[src/hw/rtl/size_class_block_allocator_macros.svh]
// Assertion macros shared by the size-class allocator RTL.
// Standalone header; the modules that check their own logic include it.
`ifndef SIZE_CLASS_BLOCK_ALLOCATOR_MACROS_SVH
`define SIZE_CLASS_BLOCK_ALLOCATOR_MACROS_SVH

// Same-cycle implication, checked at every rising clock edge outside reset.
`define SCA_ASSERT_IMP(label, clk, rst, ante, cons, msg) \
   label: assert property (@(posedge clk) disable iff (rst) (ante) |-> (cons)) else $error(msg);

// Next-cycle implication, checked at every rising clock edge outside reset.
`define SCA_ASSERT_NXT(label, clk, rst, ante, cons, msg) \
   label: assert property (@(posedge clk) disable iff (rst) (ante) |=> (cons)) else $error(msg);

`endif

[src/hw/rtl/sca_pkg.sv]
// Package for the size-class block allocator: sizes, beat structs, codes
// and helper functions. No dependencies.
package sca_pkg;

   localparam int NUM_CLASSES        = 9;
   localparam int BLOCKS_PER_CLASS   = 256;
   localparam int LARGE_CLASS_BLOCKS = 64;
   localparam int MIN_BLOCK_BYTES    = 16;
   localparam int ROW_DEPTH          = 256;
   localparam int LARGE_CLASS_ID     = 8;

   localparam int CLS_W   = 4;
   localparam int PTR_W   = 8;
   localparam int CNT_W   = 9;
   localparam int SIZE_W  = 16;
   localparam int GRANT_W = 13;
   localparam int CIDX_W  = (NUM_CLASSES > 1) ? $clog2(NUM_CLASSES) : 1;
   localparam int ADDR_W  = $clog2(NUM_CLASSES * ROW_DEPTH);

   localparam logic REQ_ALLOC = 1'b0;
   localparam logic REQ_FREE  = 1'b1;

   typedef enum logic [2:0] {
      ST_OK          = 3'd0,
      ST_TOO_LARGE   = 3'd1,
      ST_CLASS_EMPTY = 3'd2,
      ST_BAD_SIZE    = 3'd3,
      ST_LIST_FULL   = 3'd4
   } status_type;

   typedef struct packed {
      logic              req_type;
      logic [SIZE_W-1:0] size_bytes;
      logic [PTR_W-1:0]  block_index;
   } req_beat_type;

   typedef struct packed {
      status_type         status;
      logic [CLS_W-1:0]   class_index;
      logic [GRANT_W-1:0] granted_bytes;
      logic [PTR_W-1:0]   alloc_index;
   } rsp_beat_type;

   // One access to the free-list memory.
   typedef struct packed {
      logic              rd_en;
      logic              wr_en;
      logic [ADDR_W-1:0] addr;
      logic [PTR_W-1:0]  wr_data;
   } mem_cmd_type;

   // Everything of a result except the block index read from memory.
   typedef struct packed {
      status_type         status;
      logic [CLS_W-1:0]   class_index;
      logic [GRANT_W-1:0] granted_bytes;
      logic               use_mem;
      logic               written;
      logic [PTR_W-1:0]   pos;
   } result_info_type;

   function automatic logic [CNT_W-1:0] class_cap(input logic [CLS_W-1:0] c);
      return (c == CLS_W'(LARGE_CLASS_ID)) ? CNT_W'(LARGE_CLASS_BLOCKS)
                                           : CNT_W'(BLOCKS_PER_CLASS);
   endfunction

   function automatic logic [GRANT_W-1:0] class_bytes(input logic [CLS_W-1:0] c);
      return GRANT_W'(MIN_BLOCK_BYTES) << c;
   endfunction

endpackage

[src/hw/rtl/sca_ptr_state.sv]
// Class decode plus head, tail, free-count and fill-count registers per class.
// Depends on sca_pkg and the allocator assertion macros.
`include "size_class_block_allocator_macros.svh"

module sca_ptr_state
   import sca_pkg::*;
(
   input  logic            clock,
   input  logic            reset,
   input  logic            advance,
   input  req_beat_type    req,
   output mem_cmd_type     cmd,
   output result_info_type info
);

   logic [PTR_W-1:0] head_ff  [NUM_CLASSES];
   logic [PTR_W-1:0] tail_ff  [NUM_CLASSES];
   logic [CNT_W-1:0] count_ff [NUM_CLASSES];
   logic [CNT_W-1:0] fill_ff  [NUM_CLASSES];

   logic [PTR_W-1:0]  head_in;
   logic [PTR_W-1:0]  tail_in;
   logic [CNT_W-1:0]  count_in;
   logic [CNT_W-1:0]  fill_in;
   logic              upd_alloc;
   logic              upd_free;
   logic              found;
   logic [CLS_W-1:0]  cls;
   logic [CIDX_W-1:0] ci;

   // Smallest class that fits (alloc) or exactly matches (free).
   always_comb begin
      found = 1'b0;
      cls   = '0;
      for (int k = 0; k < NUM_CLASSES; k++) begin
         if (!found) begin
            if (req.req_type == REQ_ALLOC) begin
               if (req.size_bytes <= SIZE_W'(class_bytes(CLS_W'(k)))) begin
                  found = 1'b1;
                  cls   = CLS_W'(k);
               end
            end else if (req.size_bytes == SIZE_W'(class_bytes(CLS_W'(k)))) begin
               found = 1'b1;
               cls   = CLS_W'(k);
            end
         end
      end
   end

   assign ci = cls[CIDX_W-1:0];

   always_comb begin
      logic [CNT_W-1:0] cap;
      logic [PTR_W-1:0] head;
      logic [PTR_W-1:0] tail;
      logic [CNT_W-1:0] cnt;
      logic [CNT_W-1:0] fill;
      cap  = class_cap(cls);
      head = head_ff[ci];
      tail = tail_ff[ci];
      cnt  = count_ff[ci];
      fill = fill_ff[ci];

      info               = '0;
      info.status        = ST_OK;
      cmd                = '0;
      upd_alloc          = 1'b0;
      upd_free           = 1'b0;
      head_in  = ({1'b0, head} == cap - 1'b1) ? '0 : head + 1'b1;
      tail_in  = ({1'b0, tail} == cap - 1'b1) ? '0 : tail + 1'b1;
      count_in = cnt;
      fill_in  = (fill < cap) ? fill + 1'b1 : fill;

      if (!found) begin
         info.status = (req.req_type == REQ_ALLOC) ? ST_TOO_LARGE : ST_BAD_SIZE;
      end else if (req.req_type == REQ_ALLOC) begin
         info.class_index = cls;
         if (cnt == '0) begin
            info.status = ST_CLASS_EMPTY;
         end else begin
            upd_alloc          = 1'b1;
            count_in           = cnt - 1'b1;
            info.granted_bytes = class_bytes(cls);
            info.use_mem       = 1'b1;
            // A slot the tail never reached is unwritten and reads as its reset index.
            info.written       = ({1'b0, head} < fill);
            info.pos           = head;
            cmd.addr           = ADDR_W'({cls, head});
         end
      end else begin
         info.class_index = cls;
         if (cnt >= cap) begin
            info.status = ST_LIST_FULL;
         end else begin
            upd_free           = 1'b1;
            count_in           = cnt + 1'b1;
            info.granted_bytes = class_bytes(cls);
            cmd.addr           = ADDR_W'({cls, tail});
            cmd.wr_data        = req.block_index;
         end
      end
      cmd.rd_en = advance && upd_alloc;
      cmd.wr_en = advance && upd_free;
   end

   always_ff @(posedge clock) begin
      if (reset) begin
         for (int k = 0; k < NUM_CLASSES; k++) begin
            head_ff[k]  <= '0;
            tail_ff[k]  <= '0;
            count_ff[k] <= class_cap(CLS_W'(k));
            fill_ff[k]  <= '0;
         end
      end else if (advance) begin
         if (upd_alloc) begin
            head_ff[ci]  <= head_in;
            count_ff[ci] <= count_in;
         end
         if (upd_free) begin
            tail_ff[ci]  <= tail_in;
            count_ff[ci] <= count_in;
            fill_ff[ci]  <= fill_in;
         end
      end
   end

   for (genvar g = 0; g < NUM_CLASSES; g++) begin : g_chk
      `SCA_ASSERT_IMP(a_count_cap, clock, reset, 1'b1, count_ff[g] <= class_cap(CLS_W'(g)), "free count above class capacity")
      `SCA_ASSERT_IMP(a_fill_cap, clock, reset, 1'b1, fill_ff[g] <= class_cap(CLS_W'(g)), "fill count above class capacity")
   end
   `SCA_ASSERT_IMP(a_one_access, clock, reset, 1'b1, $onehot0({cmd.rd_en, cmd.wr_en}), "read and write issued together")

endmodule

[config.mk]
export PLATFORM = sky130hd
export DESIGN_NAME = sca_ptr_state
export DESIGN_NICKNAME = d
export VERILOG_FILES = /design/src/hw/rtl/sca_pkg.sv /design/src/hw/rtl/sca_ptr_state.sv
export VERILOG_INCLUDE_DIRS = /design/src /design/src/hw/rtl
export SDC_FILE = /design/constraint.sdc
export NUM_CORES = 1
export LEC_CHECK = 0
export BUFFER_PORTS_ARGS = -buffer_cell sky130_fd_sc_hd__clkbuf_2
export CORE_UTILIZATION = 55
export DETAILED_ROUTE_END_ITERATION = 10
export GPL_ROUTABILITY_DRIVEN = 0
export PLACE_DENSITY = 0.75
export SLEW_MARGIN = 20
export SYNTH_ARGS = -nofsm -noshare
export SYNTH_HDL_FRONTEND = slang
export SYNTH_SLANG_ARGS = --single-unit
[constraint.sdc]
create_clock -name clock -period 6.65 [get_ports clock]
set_clock_uncertainty 0.05 [all_clocks]
set_input_delay 0.665 -clock clock [delete_from_list [all_inputs] [get_ports clock]]
set_output_delay 0.665 -clock clock [all_outputs]
set_load 0.005 [all_outputs]
## Word level (Yosys, flattened, before mapping)

Memories as Yosys holds them, arrays and structs flattened.
Index checks and enable logic that the tools add are counted.

| word-level totals | value |
|---|---|
| register bits after elaboration | 0 |
| latch bits | 0 |
| memory bits (writable) | 306 |
| memory bits (read-only) | 0 |
| output and inout bits | 52 |
| memories | 4 |

Memory list:

| name | words | width | read ports | clocked after Yosys merged registers in | wr ports | line | source |
|---|---|---|---|---|---|---|---|
| count_ff | 9 | 9 | 1 | 0 | 9 | sca_ptr_state.sv:18 | `logic [CNT_W-1:0] count_ff [NUM_CLASSES];` |
| fill_ff | 9 | 9 | 1 | 0 | 9 | sca_ptr_state.sv:19 | `logic [CNT_W-1:0] fill_ff [NUM_CLASSES];` |
| head_ff | 9 | 8 | 1 | 0 | 9 | sca_ptr_state.sv:16 | `logic [PTR_W-1:0] head_ff [NUM_CLASSES];` |
| tail_ff | 9 | 8 | 1 | 0 | 9 | sca_ptr_state.sv:17 | `logic [PTR_W-1:0] tail_ff [NUM_CLASSES];` |

| cells by class | value |
|---|---|
| add/subtract/negate cells | 6 |
| multipliers | 0 |
| div/mod/pow operators | 0 |
| order comparisons | 12 |
| equal/unequal tests | 12 |
| shifts and indexed selects | 1 |
| multiplexer cells | 118 |
| bitwise gates (word level) | 1 |
| reduce and logical (&&, ||, !) cells | 7 |

Operators with widths:

| kind | number |
|---|---|
| $mux W4 | 34 |
| $mux W9 | 9 |
| $mux W20 | 3 |
| $mux W1 | 57 |
| $mux W8 | 5 |
| $mux W27 | 1 |
| $mux W12 | 2 |
| $mux W23 | 1 |
| $add A9 B1 Y9 const B | 2 |
| $eq A8 B9 Y1 | 2 |
| $reduce_or A9 Y1 | 2 |
| $sub A9 B1 Y9 const B | 2 |
| $add A8 B1 Y8 const B | 2 |
| $eq A16 B10 Y1 const B | 1 |
| $eq A16 B11 Y1 const B | 1 |
| $eq A16 B12 Y1 const B | 1 |
| $eq A16 B13 Y1 const B | 1 |
| $eq A16 B5 Y1 const B | 1 |
| $eq A16 B6 Y1 const B | 1 |
| $eq A16 B7 Y1 const B | 1 |
| $eq A16 B8 Y1 const B | 1 |
| $eq A16 B9 Y1 const B | 1 |
| $le A16 B10 Y1 const B | 1 |
| $le A16 B11 Y1 const B | 1 |
| other kinds (20) | 24 |

## Logic depth before layout (Yosys ltp)

Gate-level depths: netlist (run 1).

| depth | value |
|---|---|
| depth after elaboration | 38 |
| gate-level depth with buffers | 25 |

## Worst setup path after synthesis (run 1)

No wires, ideal clock.

| path | value |
|---|---|
| kind | input-to-reg |
| start | input req[8] in the netlist's numbering |
| end | memory count_ff[4][0], enable pin |
| arrival | 6185 ps |
| data required time | 6289 ps |
| slack | 104 ps |
| stages | 22 |
| buffers on the path | 5 |
| path through | or4_1 -> buf_2 -> nor4_4 -> a2bb2oi_2 -> a2111oi_4 -> nor3_2 -> buf_6 -> buf_6 -> buf_2 -> buf_2 -> a211oi_1 -> a211oi_1 -> a311o_1 -> inv_1 -> ha_1 -> nand3_1 -> or3b_2 -> o41ai_4 -> nor2_2 -> nand2_1 -> nand2b_1 -> nand2b_1 |

RTL lines:

| item | line | source |
|---|---|---|
| from (decl) | sca_ptr_state.sv:11 | `input req_beat_type req,` |
| to (decl) | sca_ptr_state.sv:18 |  |

==> impl_results.md, run 1 <==
- Slowest cell on crit path: or4_1
- DIE AREA: 35900 µm²
- Crit path buf inv count: 6
- Worst Setup End Kind: output pin
- Area of the mapped netlist: 19300 µm²
- Synth Flop Type: edfxtp_1
- TritonCTS buffer count: 40
- Largest net degree at the start of global routing: between 60 and 70
- Total GRT Usage: a little under a third
- DP HPWL: 35000 µm
- Yosys reg bits: around 390
- Fin. Hold Viols: 0
- Root buffer cell: clkbuf_16
- Sink Count: 391
- Total Routed Length: ~54000 µm
- Drt pass-1 iters: 5
- DR DRC count: 0
- Ys Warns: 0
- Fmax: approximately 0.16 GHz
- Slew Limit Headroom: 24.1%
- Pwr/cell area: 248 nW/µm²
- Clock latency on the worst-skew pair: 0.54 ns
- Number of global-route vias before repair: 14100
- Share of cells above drive strength 1: 14.0%
- Fill count: 2703
- Final layout net count: 1944
- Max Slew Vio Count: 0
- Endpoints failing setup: 0
- Mean Syn Cell Area: 11.3 µm²
- Setup CP Type: in2out
- Share of the yosys chip area belonging to registers: 60.7%
- ANT cells: 0
- R2R Setup Slk: 2.10 ns
- Area Growth Syn to Fin: 14.5%
- Worst hold slack: between 0.8 and 0.9 ns
- Starting DRT DRC Count: 1770
- CP max stage delay: 0.58 ns
- Synth unique cells: 77
- Worst EP required: 5.93 ns
- CTS tree: yes
- Crit path DAT: ~5.6 ns
- RSZ-0062 raised after global routing: no
- Most frequent cell after synthesis: edfxtp_1
- WL/cell: ~23 µm
- Top Ports: 80
- Ys async rst share: 0%
- Post-synth EDFFs: 391
- Startpoint Class: input port
- Share of the synthesized area in the top cell type: 60.7%
- VDD IR max: around 0.19 mV
- Die H: 190 µm
- Max_cap viols: 0
- Multi-input logic area: approximately 7300 µm²
- Setup Total Neg Slack: 0 ns
- Lkg Pwr: 8.70 nW
- Worst Path Max Fanout: 20
- Top post-synthesis cells by area: edfxtp_1 61%, nor2_1 5.9%, mux2i_1 5.4%
- CTS HTree Levels: 2
- Register area: ~12000 µm²
- Post-synth top cells: 391 x edfxtp_1, 305 x nor2_1, 209 x nand2_1
- GRT Residual Overflow: 0
- Crit-path cells: clkbuf_2 > or3_1 > nor3_2 > a21oi_1 > o21a_1 > nor3_4 > inv_4 > a211oi_1 > a311oi_1 > or4_1 > inv_1 > ha_1 > nand3_1 > or3b_2 > o41ai_4 > buf_4 > nor2_2 > buf_4 > and2_1 > clkbuf_2
- I/O Buffers: 75
- Cells after synthesis: 1710
- Starting Density: 56.0%
- Clock-pin slew on the worst setup and hold paths: 0.06 ns
- Status: finished, final reports clean
- Rows: 68
- Max Root-Sink Buffers: 3
- Class of the worst hold path: in2reg
- First-pass GRT wire length: 82000 µm
- Kind of cell adding the most delay to the critical path: simple AND/OR/NAND/NOR gates
- Core area: 34500 µm²
- Period utilisation layout: 95.5%
- Die width: 190 µm
- Yosys top cell by area: edfxtp_1
- DR vias: around 15000
- Fin crit period: 6.35 ns
- Via/cell ratio: slightly above 6
- Initial antenna violation count: 0
- Post-route ant nets: 0
- Slew @ Worst Pin: between 1 and 1.5 ns
-- worst reg2reg max path, cell delays in order (launching register included) --
cell and delay, ns:
edfxtp_1 0.43, a21boi_0 0.17, a211oi_1 0.25, a311oi_1 0.08, or4_1 0.58, inv_1 0.20
ha_1 0.22, nand3_1 0.07, or3b_2 0.50, o41ai_4 0.43, buf_4 0.19, nor2_2 0.13
buf_4 0.26, nand2_1 0.10, nand2b_1 0.08, nand2b_1 0.42
-- metal layers --
metal,GRT usage (%),part of all wire [%]
met4,12.9,4.2
met2,49.0,47
met1,40.5,38
met3,5.54,11
met5,0,0
-- registers in the layout, summed over array words and instances (netlist names) --
| signal | count |
|---|---|
| fill_ff | 108 |
| tail_ff | 96 |
| head_ff | 94 |
| count_ff | 93 |
-- through the flow --
step	cells	instance area (µm²)	worst slack [ns]	total power, mW	util (%)
final	2383	22100	0.299	5.48	64.1
after global routing	2383	22100	0.0192	5.63	64.1
after CTS	2381	22100	0.0639	5.50	64.0
after detailed placement	2311	20800	0.00478	3.28	60.3
after global placement	2311	20800	0.230	3.27	60.3
after floorplan	1798	19700	0.104	3.13	-
-- cell usage in the layout (no fill, tap or decap), types with 18 or more instances in the layout --
cell type,count
xnor2_1,18
nor3_1,43
nand2_1,208
nor2b_1,25
conb_1,89
a21boi_0,26
buf_4,88
nand3_1,80
and2_1,31
nand2b_1,38
o21ai_0,22
a211oi_1,45
inv_1,38
a21oi_1,22
mux2i_1,105
clkbuf_16,41
edfxtp_1,391
clkbuf_2,75
nor2_1,305
-- kinds of logic after synthesis --
| kind of cell | after synthesis | share of synthesized area, % |
|---|---|---|
| xor gates and xnor gates | 28 | 1.35 |
| and+or+nand+nor | 792 | 18.7 |
| buffers and inverters | 147 | 3.31 |
| AOI/OAI and AO/OA | 222 | 8.87 |
| DFF | 391 | 60.7 |
| other | 1 | 0.0194 |
| muxes | 113 | 6.02 |
| adders and majority gates | 16 | 1.04 |
-- area by class of cell --
| cell class | instances | share of cell area (%) |
|---|---|---|
| flip-flops and latches | 391 | 53.0 |
| multi-input cells | 1260 | 33.1 |
| clock buffers | 49 | 4.77 |
| repair buffers | 163 | 4.68 |
| well taps | 455 | 2.57 |
| clock inverters | 21 | 1.03 |
| inverters | 44 | 0.763 |
-- power by group --
part	switching, mW	internal [mW]	total [mW]
clock network	0.923	1.32	2.24
logic	0.277	0.117	0.394
registers	0.0285	2.82	2.85
-- path summary, 6_finish.rpt --
check	end	depth (start not counted)	startpoint
worst max-delay path	cmd[7]	20	req[17]
worst min-delay path	count_ff[8][0]	4	advance
worst max register to register	count_ff[1][3]	15	count_ff[2][1]
worst min register to register	count_ff[9][8]	3	count_ff[0][8]
-- repair_timing --
item | 4_1_cts | 5_1_grt
buffers inserted | 0 | 2
hold buffers | 0 | 0
endpoints found under the hold margin | 0 | 0
gates cloned | 0 | 0
pin swaps | 0 | 1
setup endpoints to repair | 1 | 23
gates resized for setup | 1 | 5
Note: power is estimated with default switching activity, not from simulation.
==> inputs of run 2 (changes only) <==
--- a/config.mk
+++ b/config.mk
@@ -6,7 +6,7 @@
 export SDC_FILE = /design/constraint.sdc
 export NUM_CORES = 1
 export LEC_CHECK = 0
-export BUFFER_PORTS_ARGS = -buffer_cell sky130_fd_sc_hd__clkbuf_2
+export BUFFER_PORTS_ARGS = -buffer_cell sky130_fd_sc_hd__buf_2
 export CORE_UTILIZATION = 55
 export DETAILED_ROUTE_END_ITERATION = 10
 export GPL_ROUTABILITY_DRIVEN = 0
==> impl_results.md, run 2 (synthesis gave the netlist of run 1 again) <==
- Status: finished, final reports clean
- TritonCTS buffer count: 41 (+2.5%)
- Switching part of the total power: 22.7% (+0.33 points)
- Max reg flops: 108 (unchanged)
- DR vias: 14600 (+0.41%)
- Kind of cell adding the most delay to the critical path: simple AND/OR/NAND/NOR gates
- Met3 usage: 5.43% (-0.11 points)
- Post-route ant nets: 0 (unchanged)
- Slew @ Worst Pin: 1.00 ns (-0.126 ns)
- Starting DRT DRC Count: 1564 (-12%)
- Crit path DAT: 5.78 ns (+0.14 ns)
- Final Instance Area: 22200 µm² (+0.23%)
- Core area: 34500 µm² (unchanged)
- CTS HTree Levels: 2 (unchanged)
- Internal power: 4.19 mW (-1.5%)
- Sink Count: 391 (unchanged)
- GR peak layer: met2
- WL/cell: 22.5 µm (-0.68%)
- ANT cells: 0 (unchanged)
- Total GRT Usage: 30.1% (-0.26 points)
- Clock-pin slew on the worst setup and hold paths: 0.06 ns (about the same)
- Lkg Pwr: 8.75 nW (+0.62%)
- Worst hold stages: 4 (unchanged)
- R2R Setup Slk: 2.13 ns (+0.03 ns)
- Clock latency on the worst-skew pair: 0.55 ns (about the same)
- Hold Crit Endpoint: count_ff[6][0]
- Cts hold-fix bufs: 0 (unchanged)
- Endpoints failing setup: 0 (unchanged)
- Via/cell ratio: 6.11 (about the same)
- Root buffer cell: clkbuf_16
- Final layout net count: 1951 (+0.36%)
- Period utilisation layout: 97.7% (+2.2 points)
- Area Growth Syn to Fin: 14.7%
- Commonest non-fill, non-tap cell in the layout: edfxtp_1
- Share of cells above drive strength 1: 14.2% (+0.24 points)
- Crit-path cells: buf_2 > or4_4 > nor3_1 > a2bb2oi_2 > a2111oi_4 > nor3_4 > inv_4 > a211oi_1 > a311oi_1 > or4_1 > inv_1 > ha_1 > nand3_1 > or3b_2 > o41ai_4 > nand2_1 > o21a_1 > nand2_1 > nor3_1 > buf_2
- Initial antenna violation count: 0 (unchanged)
- Clk network pwr share: 40.2% (-0.7 points)
- Fmax: 0.154 GHz (-2.2%)
- I/O Buffers: 75 (unchanged)
- Worst Setup End Kind: output pin
- VDD IR max: 0.215 mV (+16%)
- Crit path buf inv count: 4 (-2)
- Number of global-route vias before repair: 13900 (-1.2%)
- Setup CP Type: in2out
- Starting Density: 56.0% (unchanged)
- First-pass GRT wire length: 81000 µm (-1.2%)
- Regs by FF count: fill_ff (108), tail_ff (96), head_ff (94)
- Most frequent cells in the layout: 391 x edfxtp_1, 305 x nor2_1, 209 x nand2_1
- Slew Limit Headroom: 32.6% (+8.4 points)
- Largest net degree at the start of global routing: 104 (+70%)
- Fin. Hold Viols: 0 (unchanged)
- Switching Power: 1.23 mW (+0.37%)
- Crit Reg-Reg Startpoint: count_ff[2][1]
- Worst Path Max Fanout: 20 (unchanged)
- Final setup margin: 0.156 ns (-0.144 ns)
- Most flop-heavy register: fill_ff
- Met1 Use GR: 40.5% (about the same)
- GR Layer Usage met2: 48.5% (-0.51 points)
- RR Endpoint: count_ff[0][3]
- GRT Residual Overflow: 0 (unchanged)
- Slowest cell on crit path: or4_4
- Placed Area: 20900 µm² (+0.25%)
- Fin crit period: 6.49 ns (+0.144 ns)
- Worst EP required: 5.93 ns (about the same)
- Rows: 68 (unchanged)
- CTS tree: yes
- Drt pass-1 iters: 6 (+1)
- Dpl ws: -0.0146 ns (-0.0194 ns)
- Worst hold slack: 0.837 ns (+0.00643 ns)
- Max_cap viols: 0 (unchanged)
- Startpoint Class: input port
- Pwr/cell area: 245 nW/µm² (-1.3%)
- Max Slew Vio Count: 0 (unchanged)
- DP HPWL: 34700 µm (-0.93%)
- DIE AREA: 35900 µm² (unchanged)
- Combinational share of power: 7.3% (about the same)
- Die H: 190 µm (unchanged)
- Fill count: 2691 (-0.44%)
- Class of the worst hold path: in2reg
- Flop pwr share: 52.5% (+0.6 points)
- Top Ports: 80 (unchanged)
- CP max stage delay: 0.60 ns (+0.02 ns)
- Die width: 190 µm (unchanged)
- DR DRC count: 0 (unchanged)
- Worst setup startpoint: req[8]
- Total Routed Length: 53900 µm (-0.31%)
- Worst Reg2Reg Path Length in Cells: 15 (unchanged)
- Max Root-Sink Buffers: 3 (unchanged)
- Min-delay src: advance
run 2: cell types whose count changed in the layout (fill, tap and decap cells not counted), sizes merged:
| cell | previous run | this run |
|---|---|---|
| inv | 41 | 42 |
| clkinvlp | 1 | 2 |
| bufinv | 5 | 3 |
| clkbuf | 124 | 53 |
| clkinv | 18 | 17 |
| buf | 88 | 169 |
run 2: worst max path at each step:
stage	to	slack, ns	cells after the start
after floorplan	count_ff[4][0]	0.10	22
after global placement	fill_ff[3][1]	-0.06	16
after detailed placement	info[19]	-0.01	19
after CTS	info[15]	0.02	20
after global routing	info[15]	-0.05	22
final	info[15]	0.16	20
run 2: through the flow:
stage                     power (mW)  utilization (%)  instances  setup TNS (ns)
final                           5.43             64.2       2392               0
after CTS                       5.42             64.0       2387               0
after detailed placement        3.28             60.4       2314         -0.0265
after global placement          3.27             60.4       2314          -0.596
after global routing            5.56             64.2       2392          -0.143
after floorplan                 3.13                -       1798               0
run 2: routing by layer:
metal,up-vias,part of all wire [%]
met5,-,0
met2,896,47
li1,6492,-
met4,0,4.0
met3,159,11
met1,7078,39
run 2: layout make-up:
class                           count  area, µm²  area share (%)
Clock buffer                       53       1070            4.83
Multi-Input combinational cell   1260       7340            33.1
Clock inverter                     20        181           0.818
Sequential cell                   391      11700            52.9
Tap cell                          455        569            2.57
Inverter                           44        173           0.778
Timing Repair Buffer              169       1110            4.99
run 2: power by group through the flow:
stage,clock network [mW],registers [mW],logic [mW]
after global placement,0,2.89,0.374
after CTS,2.19,2.85,0.386
after floorplan,0,2.89,0.242
final,2.18,2.85,0.397
after global routing,2.28,2.85,0.425
after detailed placement,0,2.90,0.383
run 2: worst min-delay path, delay by kind of cell:
kind	cells	cell delay [ns]
and+or+nand+nor	3	0.49
buffers and inverters	1	0.12
run 2: timing repair:
action / in CTS / in global routing
setup buffers: 0 / 5
pin swaps: 0 / 2
gates resized for setup: 1 / 5
setup endpoints to repair: 5 / 40
